**src/assert_macros.svh**
```systemverilog
// Assertion helpers shared by the mapper RTL.
`ifndef ASSERT_MACROS_SVH
`define ASSERT_MACROS_SVH

`ifndef SYNTHESIS

// Check a property on every rising edge outside reset.
`define SBM_ASSERT_PROP(label, clk, rst, prop, msg) \
   label: assert property (@(posedge clk) disable iff (rst) prop) else $error(msg);

// Check that a condition never holds outside reset.
`define SBM_ASSERT_NEVER(label, clk, rst, cond, msg) \
   label: assert property (@(posedge clk) disable iff (rst) !(cond)) else $error(msg);

`else

`define SBM_ASSERT_PROP(label, clk, rst, prop, msg)
`define SBM_ASSERT_NEVER(label, clk, rst, cond, msg)

`endif

`endif

```
**src/sbm_pkg.sv**
```systemverilog
package sbm_pkg;

   // Address translation width of the program ROM.
   localparam int PrgAddrBitsDefault = 19;

   // Bus commands.
   localparam logic [1:0] CMD_CPU_READ  = 2'd0;
   localparam logic [1:0] CMD_CPU_WRITE = 2'd1;
   localparam logic [1:0] CMD_PPU_READ  = 2'd2;
   localparam logic [1:0] CMD_PPU_WRITE = 2'd3;

   // Result targets.
   localparam logic [2:0] TGT_PRG_ROM   = 3'd0;
   localparam logic [2:0] TGT_PRG_RAM   = 3'd1;
   localparam logic [2:0] TGT_CHR       = 3'd2;
   localparam logic [2:0] TGT_NAMETABLE = 3'd3;
   localparam logic [2:0] TGT_PALETTE   = 3'd4;
   localparam logic [2:0] TGT_REGISTER  = 3'd5;
   localparam logic [2:0] TGT_UNMAPPED  = 3'd6;

   // Mapper register numbers (CPU address bits 14:13).
   localparam logic [1:0] REG_CONTROL = 2'd0;
   localparam logic [1:0] REG_CHR0    = 2'd1;
   localparam logic [1:0] REG_CHR1    = 2'd2;
   localparam logic [1:0] REG_PRG     = 2'd3;

   // Configuration register indexes.
   localparam logic CSR_CHR_IS_RAM     = 1'b0;
   localparam logic CSR_PRG_BANK_COUNT = 1'b1;

   // Reset values.
   localparam logic [4:0] CONTROL_RESET    = 5'h0C;
   localparam logic [4:0] CHR_HIGH_RESET   = 5'h01;
   localparam logic [5:0] BANK_COUNT_RESET = 6'd2;

   // PRG modes (control bits 3:2).
   localparam logic [1:0] PRG_MODE_FIX_FIRST = 2'd2;
   localparam logic [1:0] PRG_MODE_FIX_LAST  = 2'd3;

   // Mirroring (control bits 1:0).
   localparam logic [1:0] MIRROR_ONE_LOW  = 2'd0;
   localparam logic [1:0] MIRROR_ONE_HIGH = 2'd1;
   localparam logic [1:0] MIRROR_VERTICAL = 2'd2;

   localparam logic [2:0] SERIAL_LAST = 3'd4;

   typedef struct packed {
      logic [1:0]  cmd;
      logic [15:0] bus_address;
      logic [7:0]  bus_data;
   } req_item_type;

   typedef struct packed {
      logic [2:0]  target;
      logic [18:0] mem_address;
      logic        write_enable;
      logic        bank_update;
   } rsp_item_type;

   // One serial-port write towards the loader.
   typedef struct packed {
      logic       strobe;
      logic [1:0] which;
      logic [7:0] data;
   } load_type;

   // Committed bank registers.
   typedef struct packed {
      logic [4:0] control;
      logic [4:0] chr_low;
      logic [4:0] chr_high;
      logic [3:0] prg_select;
      logic       prg_outer_half;
   } banks_type;

endpackage

```
**src/sbm_serial_loader.sv**
```systemverilog
`include "assert_macros.svh"

module sbm_serial_loader (
   input  logic               clock,
   input  logic               reset,
   input  logic               chr_is_ram,
   input  sbm_pkg::load_type  load,
   output sbm_pkg::banks_type banks,
   output logic               commit
);
   import sbm_pkg::*;

   logic [4:0] serial_value_ff, serial_value_in;
   logic [2:0] serial_count_ff, serial_count_in;
   banks_type  banks_ff, banks_in;
   logic [4:0] shifted;

   always_comb begin
      serial_value_in = serial_value_ff;
      serial_count_in = serial_count_ff;
      banks_in        = banks_ff;
      commit          = 1'b0;
      shifted         = serial_value_ff | (5'(load.data[0]) << serial_count_ff);
      if (load.strobe) begin
         if (load.data[7]) begin
            serial_value_in       = '0;
            serial_count_in       = '0;
            banks_in.control[3:2] = 2'b11;
         end else if (serial_count_ff == SERIAL_LAST) begin
            serial_value_in = '0;
            serial_count_in = '0;
            commit          = 1'b1;
            case (load.which)
               REG_CONTROL: banks_in.control = shifted;
               REG_CHR0: begin
                  banks_in.chr_low = shifted;
                  if (chr_is_ram) begin
                     banks_in.prg_outer_half = shifted[4];
                  end
               end
               REG_CHR1: begin
                  banks_in.chr_high = shifted;
                  if (chr_is_ram && banks_ff.control[4]) begin
                     banks_in.prg_outer_half = shifted[4];
                  end
               end
               default: banks_in.prg_select = shifted[3:0];
            endcase
         end else begin
            serial_value_in = shifted;
            serial_count_in = serial_count_ff + 3'd1;
         end
      end
   end

   always_ff @(posedge clock) begin
      if (reset) begin
         serial_value_ff         <= '0;
         serial_count_ff         <= '0;
         banks_ff.control        <= CONTROL_RESET;
         banks_ff.chr_low        <= '0;
         banks_ff.chr_high       <= CHR_HIGH_RESET;
         banks_ff.prg_select     <= '0;
         banks_ff.prg_outer_half <= 1'b0;
      end else begin
         serial_value_ff <= serial_value_in;
         serial_count_ff <= serial_count_in;
         banks_ff        <= banks_in;
      end
   end

   assign banks = banks_ff;

   `SBM_ASSERT_NEVER(a_count_range, clock, reset, serial_count_ff > SERIAL_LAST, "serial count beyond fifth bit")
   `SBM_ASSERT_PROP(a_commit_clears, clock, reset, commit |=> (serial_count_ff == 3'd0 && serial_value_ff == 5'd0), "shift register not cleared after commit")
   `SBM_ASSERT_PROP(a_serial_reset, clock, reset, (load.strobe && load.data[7]) |=> (banks_ff.control[3:2] == 2'b11 && serial_count_ff == 3'd0), "serial reset did not fix last bank")

endmodule

```
**src/serial_bank_mapper.sv**
```systemverilog
// Serial-loaded bank mapper: translates one CPU or PPU bus access per transaction.
//
// Request channel (req_valid / req_stall / req_item): one bus access with its
// command, 16-bit address and write data. Response channel (rsp_valid /
// rsp_stall / rsp_item): the target memory, translated address, write enable
// and a flag that marks the fifth serial write which committed a register.
// Every request yields exactly one response, in order.
// An accepted transaction is registered in the output register, or in the skid
// register while the receiver stalls. Throughput is one transaction per cycle
// when the receiver does not stall, set by the single translation stage and
// the mapper state updated in the same cycle as the access it belongs to.
// When the receiver stalls, the response holds and one more transaction is
// caught in a skid register; req_stall then rises until the skid drains.
// Reset (synchronous, active high) empties both registers, clears the serial
// shift state and loads control 0x0C (last bank fixed), CHR0 0, CHR1 1,
// PRG 0; configuration returns to chr_is_ram 0 and prg_bank_count 2.
// Configuration sits on an APB-style port: chr_is_ram at 0x0, prg_bank_count
// at 0x4; write only while no transaction is outstanding.

`include "assert_macros.svh"

module serial_bank_mapper #(
   parameter int PRG_ADDR_BITS = sbm_pkg::PrgAddrBitsDefault
) (
   input  logic                  clock,
   input  logic                  reset,
   // Request channel
   input  logic                  req_valid,
   output logic                  req_stall,
   input  sbm_pkg::req_item_type req_item,
   // Response channel
   output logic                  rsp_valid,
   input  logic                  rsp_stall,
   output sbm_pkg::rsp_item_type rsp_item,
   // Configuration port
   input  logic                  psel,
   input  logic                  penable,
   input  logic                  pwrite,
   input  logic [2:0]            paddr,
   input  logic [31:0]           pwdata,
   output logic [31:0]           prdata,
   output logic                  pready
);
   import sbm_pkg::*;

   localparam logic [19:0] PrgMaskWide = (20'd1 << PRG_ADDR_BITS) - 20'd1;
   localparam logic [18:0] PrgMask     = PrgMaskWide[18:0];

   // Configuration registers
   logic       chr_is_ram_ff;
   logic [5:0] prg_bank_count_ff;
   logic       csr_write;

   assign pready    = 1'b1;
   assign csr_write = psel && penable && pwrite && pready;

   always_ff @(posedge clock) begin
      if (reset) begin
         chr_is_ram_ff     <= 1'b0;
         prg_bank_count_ff <= BANK_COUNT_RESET;
      end else if (csr_write) begin
         case (paddr[2])
            CSR_CHR_IS_RAM:     chr_is_ram_ff     <= pwdata[0];
            CSR_PRG_BANK_COUNT: prg_bank_count_ff <= pwdata[5:0];
            default:            ;
         endcase
      end
   end

   always_comb begin
      case (paddr[2])
         CSR_CHR_IS_RAM:     prdata = {31'd0, chr_is_ram_ff};
         CSR_PRG_BANK_COUNT: prdata = {26'd0, prg_bank_count_ff};
         default:            prdata = '0;
      endcase
   end

   // Handshake: the skid register is the only thing that can block a request
   logic         out_valid_ff, out_valid_in;
   logic         skid_valid_ff, skid_valid_in;
   rsp_item_type out_item_ff, out_item_in;
   rsp_item_type skid_item_ff, skid_item_in;
   logic         accept;
   logic         out_free;

   assign req_stall = skid_valid_ff;
   assign accept    = req_valid && !skid_valid_ff;
   assign out_free  = !out_valid_ff || !rsp_stall;

   // Serial loader sees every CPU write at $8000 and above
   load_type  load;
   banks_type banks;
   logic      commit;

   assign load.strobe = accept && (req_item.cmd == CMD_CPU_WRITE) && req_item.bus_address[15];
   assign load.which  = req_item.bus_address[14:13];
   assign load.data   = req_item.bus_data;

   sbm_serial_loader u_loader (
      .clock      (clock),
      .reset      (reset),
      .chr_is_ram (chr_is_ram_ff),
      .load       (load),
      .banks      (banks),
      .commit     (commit)
   );

   // Translation, always from the register values held before this access
   rsp_item_type result;
   logic [15:0]  addr;
   logic [13:0]  ppu_addr;
   logic         is_write;
   logic [3:0]   last_bank;
   logic [3:0]   inner_bank;
   logic         outer_half;
   logic [18:0]  prg_full;
   logic [4:0]   chr_mask;
   logic [4:0]   chr_bank;
   logic         nt_table;
   logic [4:0]   pal_addr;

   always_comb begin
      addr       = req_item.bus_address;
      ppu_addr   = addr[13:0];
      is_write   = req_item.cmd[0];
      last_bank  = prg_bank_count_ff[3:0] - 4'd1;
      outer_half = chr_is_ram_ff && banks.prg_outer_half;

      case (banks.control[3:2])
         PRG_MODE_FIX_FIRST: inner_bank = addr[14] ? banks.prg_select : 4'd0;
         PRG_MODE_FIX_LAST:  inner_bank = addr[14] ? last_bank : banks.prg_select;
         default:            inner_bank = {banks.prg_select[3:1], addr[14]};
      endcase
      prg_full = {outer_half, inner_bank, addr[13:0]} & PrgMask;

      chr_mask = chr_is_ram_ff ? 5'h01 : 5'h1F;
      chr_bank = (ppu_addr[12] ? banks.chr_high : banks.chr_low) & chr_mask;

      case (banks.control[1:0])
         MIRROR_ONE_LOW:  nt_table = 1'b0;
         MIRROR_ONE_HIGH: nt_table = 1'b1;
         MIRROR_VERTICAL: nt_table = ppu_addr[10];
         default:         nt_table = ppu_addr[11];
      endcase

      // Fold the sprite backdrop mirrors onto the background entries
      pal_addr = ppu_addr[4:0];
      if (pal_addr[4] && pal_addr[1:0] == 2'b00) begin
         pal_addr[4] = 1'b0;
      end

      result.target       = TGT_UNMAPPED;
      result.mem_address  = '0;
      result.write_enable = 1'b0;
      result.bank_update  = commit;

      if (!req_item.cmd[1]) begin
         if (addr[15]) begin
            if (!is_write) begin
               result.target      = TGT_PRG_ROM;
               result.mem_address = prg_full;
            end else begin
               result.target       = TGT_REGISTER;
               result.mem_address  = {17'd0, addr[14:13]};
               result.write_enable = 1'b1;
            end
         end else if (addr[14:13] == 2'b11) begin
            result.target       = TGT_PRG_RAM;
            result.mem_address  = {6'd0, addr[12:0]};
            result.write_enable = is_write;
         end
      end else if (!ppu_addr[13]) begin
         result.target = TGT_CHR;
         if (banks.control[4]) begin
            result.mem_address = {2'd0, chr_bank, ppu_addr[11:0]};
         end else begin
            result.mem_address = {2'd0, banks.chr_low[4:1] & chr_mask[4:1], ppu_addr[12:0]};
         end
         result.write_enable = is_write && chr_is_ram_ff;
      end else if (ppu_addr[13:8] != 6'h3F) begin
         result.target       = TGT_NAMETABLE;
         result.mem_address  = {8'd0, nt_table, ppu_addr[9:0]};
         result.write_enable = is_write;
      end else begin
         result.target       = TGT_PALETTE;
         result.mem_address  = {14'd0, pal_addr};
         result.write_enable = is_write;
      end
   end

   // Output register and skid stage
   always_comb begin
      out_valid_in  = out_valid_ff;
      skid_valid_in = skid_valid_ff;
      out_item_in   = out_item_ff;
      skid_item_in  = skid_item_ff;
      if (out_free) begin
         if (skid_valid_ff) begin
            // Drain the skid into the output register
            out_item_in   = skid_item_ff;
            out_valid_in  = 1'b1;
            skid_valid_in = 1'b0;
         end else begin
            out_item_in  = result;
            out_valid_in = accept;
         end
      end else if (accept) begin
         // Output held by the receiver: park the new transaction
         skid_item_in  = result;
         skid_valid_in = 1'b1;
      end
   end

   always_ff @(posedge clock) begin
      if (reset) begin
         out_valid_ff  <= 1'b0;
         skid_valid_ff <= 1'b0;
      end else begin
         out_valid_ff  <= out_valid_in;
         skid_valid_ff <= skid_valid_in;
      end
   end

   always_ff @(posedge clock) begin
      out_item_ff  <= out_item_in;
      skid_item_ff <= skid_item_in;
   end

   assign rsp_valid = out_valid_ff;
   assign rsp_item  = out_item_ff;

   `SBM_ASSERT_PROP(a_skid_behind_out, clock, reset, skid_valid_ff |-> out_valid_ff, "skid holds a transaction while the output is empty")
   `SBM_ASSERT_PROP(a_held_result_kept, clock, reset, (out_valid_ff && rsp_stall) |=> out_valid_ff, "stalled response dropped")
   `SBM_ASSERT_PROP(a_update_is_register, clock, reset, (rsp_valid && rsp_item.bank_update) |-> (rsp_item.target == TGT_REGISTER && rsp_item.write_enable), "commit flagged on a non-register access")

endmodule
```
**config.mk**
```make
export PLATFORM = sky130hd
export DESIGN_NAME = serial_bank_mapper
export DESIGN_NICKNAME = d
export VERILOG_FILES = /design/src/sbm_pkg.sv /design/src/sbm_serial_loader.sv /design/src/serial_bank_mapper.sv
export VERILOG_INCLUDE_DIRS = /design/src /design/src/src
export SDC_FILE = /design/constraint.sdc
export NUM_CORES = 1
export LEC_CHECK = 0
export BUFFER_PORTS_ARGS = -buffer_cell sky130_fd_sc_hd__buf_2
export CORE_MARGIN = 2
export CORE_UTILIZATION = 45
export DETAILED_ROUTE_END_ITERATION = 16
export HOLD_SLACK_MARGIN = 0.15
export PLACE_DENSITY = 0.71
export SLEW_MARGIN = 20
export SYNTH_ARGS = -nofsm -noshare
export SYNTH_HDL_FRONTEND = slang
export SYNTH_SLANG_ARGS = --single-unit
export TNS_END_PERCENT = 100
```
**constraint.sdc**
```tcl
create_clock -name clock -period 5.87 [get_ports clock]
set_input_delay 0.8805 -clock clock [delete_from_list [all_inputs] [get_ports clock]]
set_output_delay 0.8805 -clock clock [all_outputs]
set_load 0.05 [all_outputs]
```
---- After elaboration in Yosys (flattened, before gate mapping) ----
Cells that the tools add are included.
storage, ports and cells
  input bits .............................. 68
  output and inout port bits .............. 59
  word-level logic and storage cells ...... 106
  bits in registers ....................... 85
operators by class
  reduce and logical (&&, ||, !) cells .... 30
  equal/unequal tests ..................... 12
  bitwise operators ....................... 7
  mux-type cells .......................... 34
  $add $sub $neg .......................... 2
  shift-type cells ........................ 1
operators by type and width
  cell                  number
  $mux W23              5
  $pmux W32 S2          1
  $mux W5               6
  $mux W24              1
  $mux W22              1
  $mux W19              1
  $mux W17              1
  $mux W4               4
  $reduce_and A4 Y1     4
  $eq A2 B2 Y1 const B  5
  $logic_and A1 B1 Y1   9
  $mux W1               8
  $pmux W4 S2           1
  $eq A2 B1 Y1 const B  3
  $logic_not A2 Y1      3
  $mux W3               2
  $ne A6 B6 Y1 const B  1
  $reduce_and A2 Y1     3
  $reduce_and A6 Y1     1
  $reduce_bool A2 Y1    3
  $and A5 B5 Y5         1
  $or A5 B5 Y5          1
  $shl A1 B3 Y5         1
  $and A4 B4 Y4         1
  14 further kinds      19

---- Longest topological paths before layout ----
  depth in word-level cells ............... 7
  depth in mapped cells ................... 7
  depth with buffers taken out ............ 6

---- Modules after synthesis ----
From an unflattened synthesis, not the netlist that was laid out.
second synthesis, totals
  cell total of the unflattened synthesis .. 384
  area total of the unflattened synthesis .. 4,227.8 um2
modules (own cells, without submodules)
  module              seq. area each (um2)  cells an instance  area an instance (um2)  times used
  serial_bank_mapper  1,621.6               255                3,001.6                 1
  sbm_serial_loader   560.5                 129                1,226.2                 1

---- Worst setup path after synthesis ----
OpenSTA, ideal clock, no wires.
  path type ............................... input -> output
  from .................................... in paddr[2]
  to ...................................... out prdata[0]
  stages .................................. 2
  path slack .............................. 2,850 ps
  arrival time ............................ 2,140 ps
  path through ............................ clkbuf_1 o21ai_0
on the way
  longest elaborated chain between the ends .. 2
RTL lines
  item                  line                      text
  from (decl)           serial_bank_mapper.sv:39  input logic [2:0] paddr,
  $not A1 Y1 (no line)  -
  $pmux W32 S2 *        serial_bank_mapper.sv:71  case (paddr[2])
  to (decl)             serial_bank_mapper.sv:41  output logic [31:0] prdata,
Mark *: on every way between the ends. The rest lies on a longest branch, timed or not. The select of a mux whose other input is x is not followed.

---- Worst setup path after layout ----
  from .................................... in req_item[22] (netlist name)
  to ...................................... reg out_item_ff, in the netlist rsp_item[23], data pin
on the way
  longest elaborated chain between the ends .. 5
RTL lines
  item                  line                       text
  from (decl)           serial_bank_mapper.sv:30   input sbm_pkg::req_item_type req_item,
  $eq A2 B2 Y1          serial_bank_mapper.sv:167  end else if (addr[14:13] == 2'b11) begin
  $mux W23              serial_bank_mapper.sv:167
  $mux W23              serial_bank_mapper.sv:158  if (addr[15]) begin
  $mux W23              serial_bank_mapper.sv:157  if (!req_item.cmd[1]) begin
  $mux W24              serial_bank_mapper.sv:198  if (skid_valid_ff) begin
  to (signal assigned)  serial_bank_mapper.sv:225  out_item_ff <= out_item_in;
  to (decl)             serial_bank_mapper.sv:81   rsp_item_type out_item_ff, out_item_in;
No other way between the ends.
A chain may end at the register's enable or synchronous reset.

==> run metrics <==
CP endpoint kind flop; Buffers on Ports 65; Slew Viols, Final 0; largest net degree at the start of global routing 41; Setup violations, final 0; Die ar. between 10,000 and 15,000 µm²; Hold/Removal Path Class flop to flop; DR vias between 2,000 and 3,000; Initial Util 46.1%; CTS tree done; fmax 407 MHz; PwrDens approximately 270 nW/µm²; Layout Nets between 500 and 600; CP Buf/Inv Count 1; CTS HTree Levels 3; syn avg cell area approximately 11 µm²; clock skew 0.0118 ns; GRT Util Overall 16.5%; Clk Latency, worst-skew pair ~0.36 ns; Detail Placement HPWL between 5000 and 6000 µm; RSZ-0062 raised after global routing no; Yosys cell types 57; Residual DRC 0; Most used DFF post-synth edfxtp_1; Post-synth EDFFs 48; vias in the first global route approximately 2,700; core area 9150 µm²; CTS clk-pin slew, worst paths about 0.09 ns; Final Hold Fails 0; register area share after synthesis between 50% and 60%; minimum clock period ~2.5 ns; Design Area, Final ~4700 µm²; hold buffers post-CTS 0; first-pass GRT wire length between 10,000 and 15,000 µm; total CTS buffers 9; fin util 51.5%; max_slew headroom roughly 46%; Post-CTS Resized 0; post-route ant nets 0; clk buf depth 2; FILL cells approximately 830; Diodes inserted 0; total wire length a little over 8000 µm; Non-Filler Instances ~570; drt pass-1 iters 4; status finished, final reports clean; Sink Count 85; Cell Chain, Critical Path buf_2 -> nand2_1 -> o211a_1 -> a21oi_1 -> mux2i_1; final setup TNS 0 ns; Worst Slack Setup Final ~3.4 ns; post-DR vias/cell 5.17; Worst setup SP type input pin; CP Class input pin to flop; area grow syn2layout 11.7%; Final period util 41.8%; critical path's largest stage delay ~0.66 ns; register bit total from synthesis 85; DRT iter0 DRCs 157; wire per inst roughly 15 µm; # rows 35; initial antenna violation count 0; proportion of layout cells with a drive suffix above 1 a little under a quarter; Overflow after GRT 0; IO Pins around 130; Ys Warns 0; leak pwr approximately 2 nW; Setup Buffers After CTS 0; Syn Inst Count 390; Placed Area ~4500 µm²; crit path DAT ~2.5 ns; Critical Path Fanout Max 12; Critical-path top delay cell a21oi_1; Placement Setup Slack slightly above 3 ns; Root Driver clkbuf_8; Slew @ Worst Pin about 0.80 ns; CP delay by family, top compound AO/OA/AOI/OAI gates; worst vdd rail ir drop between 0.1 and 0.15 mV; Crit path required time 5.95 ns; Die H slightly above 100 µm; GP Congestion around 0.80; Max Cap Viol 0; Inst Count DP 550; Cell Area, Synth approximately 4200 µm²; Die W between 100 and 150 µm; Post-synth ARST share 0%
==> sequential cells by signal (all words and copies together) (netlist names) <==
name	cells
u_loader.serial_value_ff	5
rsp_item	24
u_loader.serial_count_ff	3
chr_is_ram_ff	1
req_stall	1
prg_bank_count_ff	6
u_loader.banks	20
skid_item_ff	24
rsp_valid	1
==> per-layer routing <==
metal / global-route usage (%) / wire, µm / share of wire, %
met2: 26.1 / 3820 / 46
met5: 0 / 0 / 0
met1: 22.6 / 3770 / 46
met3: 3.54 / 545 / 6.6
met4: 5.69 / 102 / 1.2
==> worst reg2reg max path, stage by stage, from the launching register on <==
cell and delay, ns:
dfxtp_1 0.30, buf_4 0.25, or2b_1 0.44, nor4_4 0.55, mux2i_1 0.24, nor2_1 0.06
==> power by group <==
group	total, mW	switching [mW]	internal, mW
Combinational	0.200	0.153	0.0468
Clock	0.416	0.218	0.198
Sequential	0.658	0.00586	0.652
Total	1.27	0.377	0.897
==> layout make-up <==
cell class	count	area, µm²	share of cell area [%]
well taps	111	139	2.95
inverters	13	48.8	1.03
multi-input cells	273	1800	38.2
repair buffers	68	348	7.38
clock inverters	7	71.3	1.51
flip-flops and latches	85	2180	46.3
clock buffers	9	124	2.63
==> cells by family after synthesis <==
| kind of cell | after synthesis | share of synthesized area, % |
|---|---|---|
| and+or+nand+nor | 129 | 17.6 |
| buffers and inverters | 57 | 7.88 |
| AOI/OAI and AO/OA | 77 | 12.7 |
| adders and majority gates | 3 | 0.889 |
| xor gates and xnor gates | 1 | 0.208 |
| DFF | 85 | 51.7 |
| other | 2 | 0.178 |
| muxes | 36 | 8.83 |
==> cell usage after synthesis (all sizes together), types with 3 or more instances <==
| master | number | share of area [%] |
|---|---|---|
| or2 | 5 | 0.74 |
| nand2b | 22 | 3.3 |
| nor4 | 3 | 1.5 |
| mux2i | 26 | 6.2 |
| nand2 | 26 | 2.3 |
| nor2 | 28 | 2.5 |
| o31ai | 6 | 1.1 |
| nor3 | 6 | 0.83 |
| o2bb2ai | 3 | 0.62 |
| and2 | 11 | 1.6 |
| nor2b | 8 | 1.2 |
| mux2 | 10 | 2.7 |
| clkbuf | 10 | 0.89 |
| nand3 | 4 | 0.47 |
| edfxtp | 48 | 34 |
| dfxtp | 37 | 18 |
| nand3b | 6 | 1.5 |
| o21bai | 5 | 1.1 |
| inv | 13 | 1.2 |
| a22o | 7 | 1.5 |
| a2bb2oi | 4 | 0.83 |
| a21oi | 20 | 2.4 |
| ha | 3 | 0.89 |
| o21ai | 10 | 1.2 |
| buf | 34 | 5.8 |
| a21o | 3 | 0.53 |
==> stage by stage <==
step | hold WS (ns) | power [mW]
finish | 0.449 | 1.27
global route | 0.471 | 1.32
CTS | 0.451 | 1.28
detailed placement | 0.438 | 0.872
global placement | 0.434 | 0.869
floorplan | 0.425 | 0.844
==> placed cells by master, fill, tap and decap left out, types with 9 or more instances in the layout <==
cell	netlist	layout
buf_2	5	65
edfxtp_1	48	48
dfxtp_1	37	37
nor2_1	28	27
conb_1	2	27
nand2_1	26	26
mux2i_1	26	26
nand2b_1	22	22
a21oi_1	20	20
inv_1	13	13
and2_1	11	11
o21ai_0	10	10
mux2_2	10	10
clkbuf_8	0	9
==> final timing paths <==
path	cells past startpoint	start	endpoint	slack, ns
setup reg to reg	5	req_stall	u_loader.banks[7]	3.88
hold reg to reg	2	u_loader.serial_value_ff[0]	u_loader.serial_value_ff[0]	0.45
setup / recovery	5	req_item[22]	rsp_item[23]	3.41
hold / removal	2	u_loader.serial_value_ff[0]	u_loader.serial_value_ff[0]	0.45
Power figures use the tool's default switching activity.
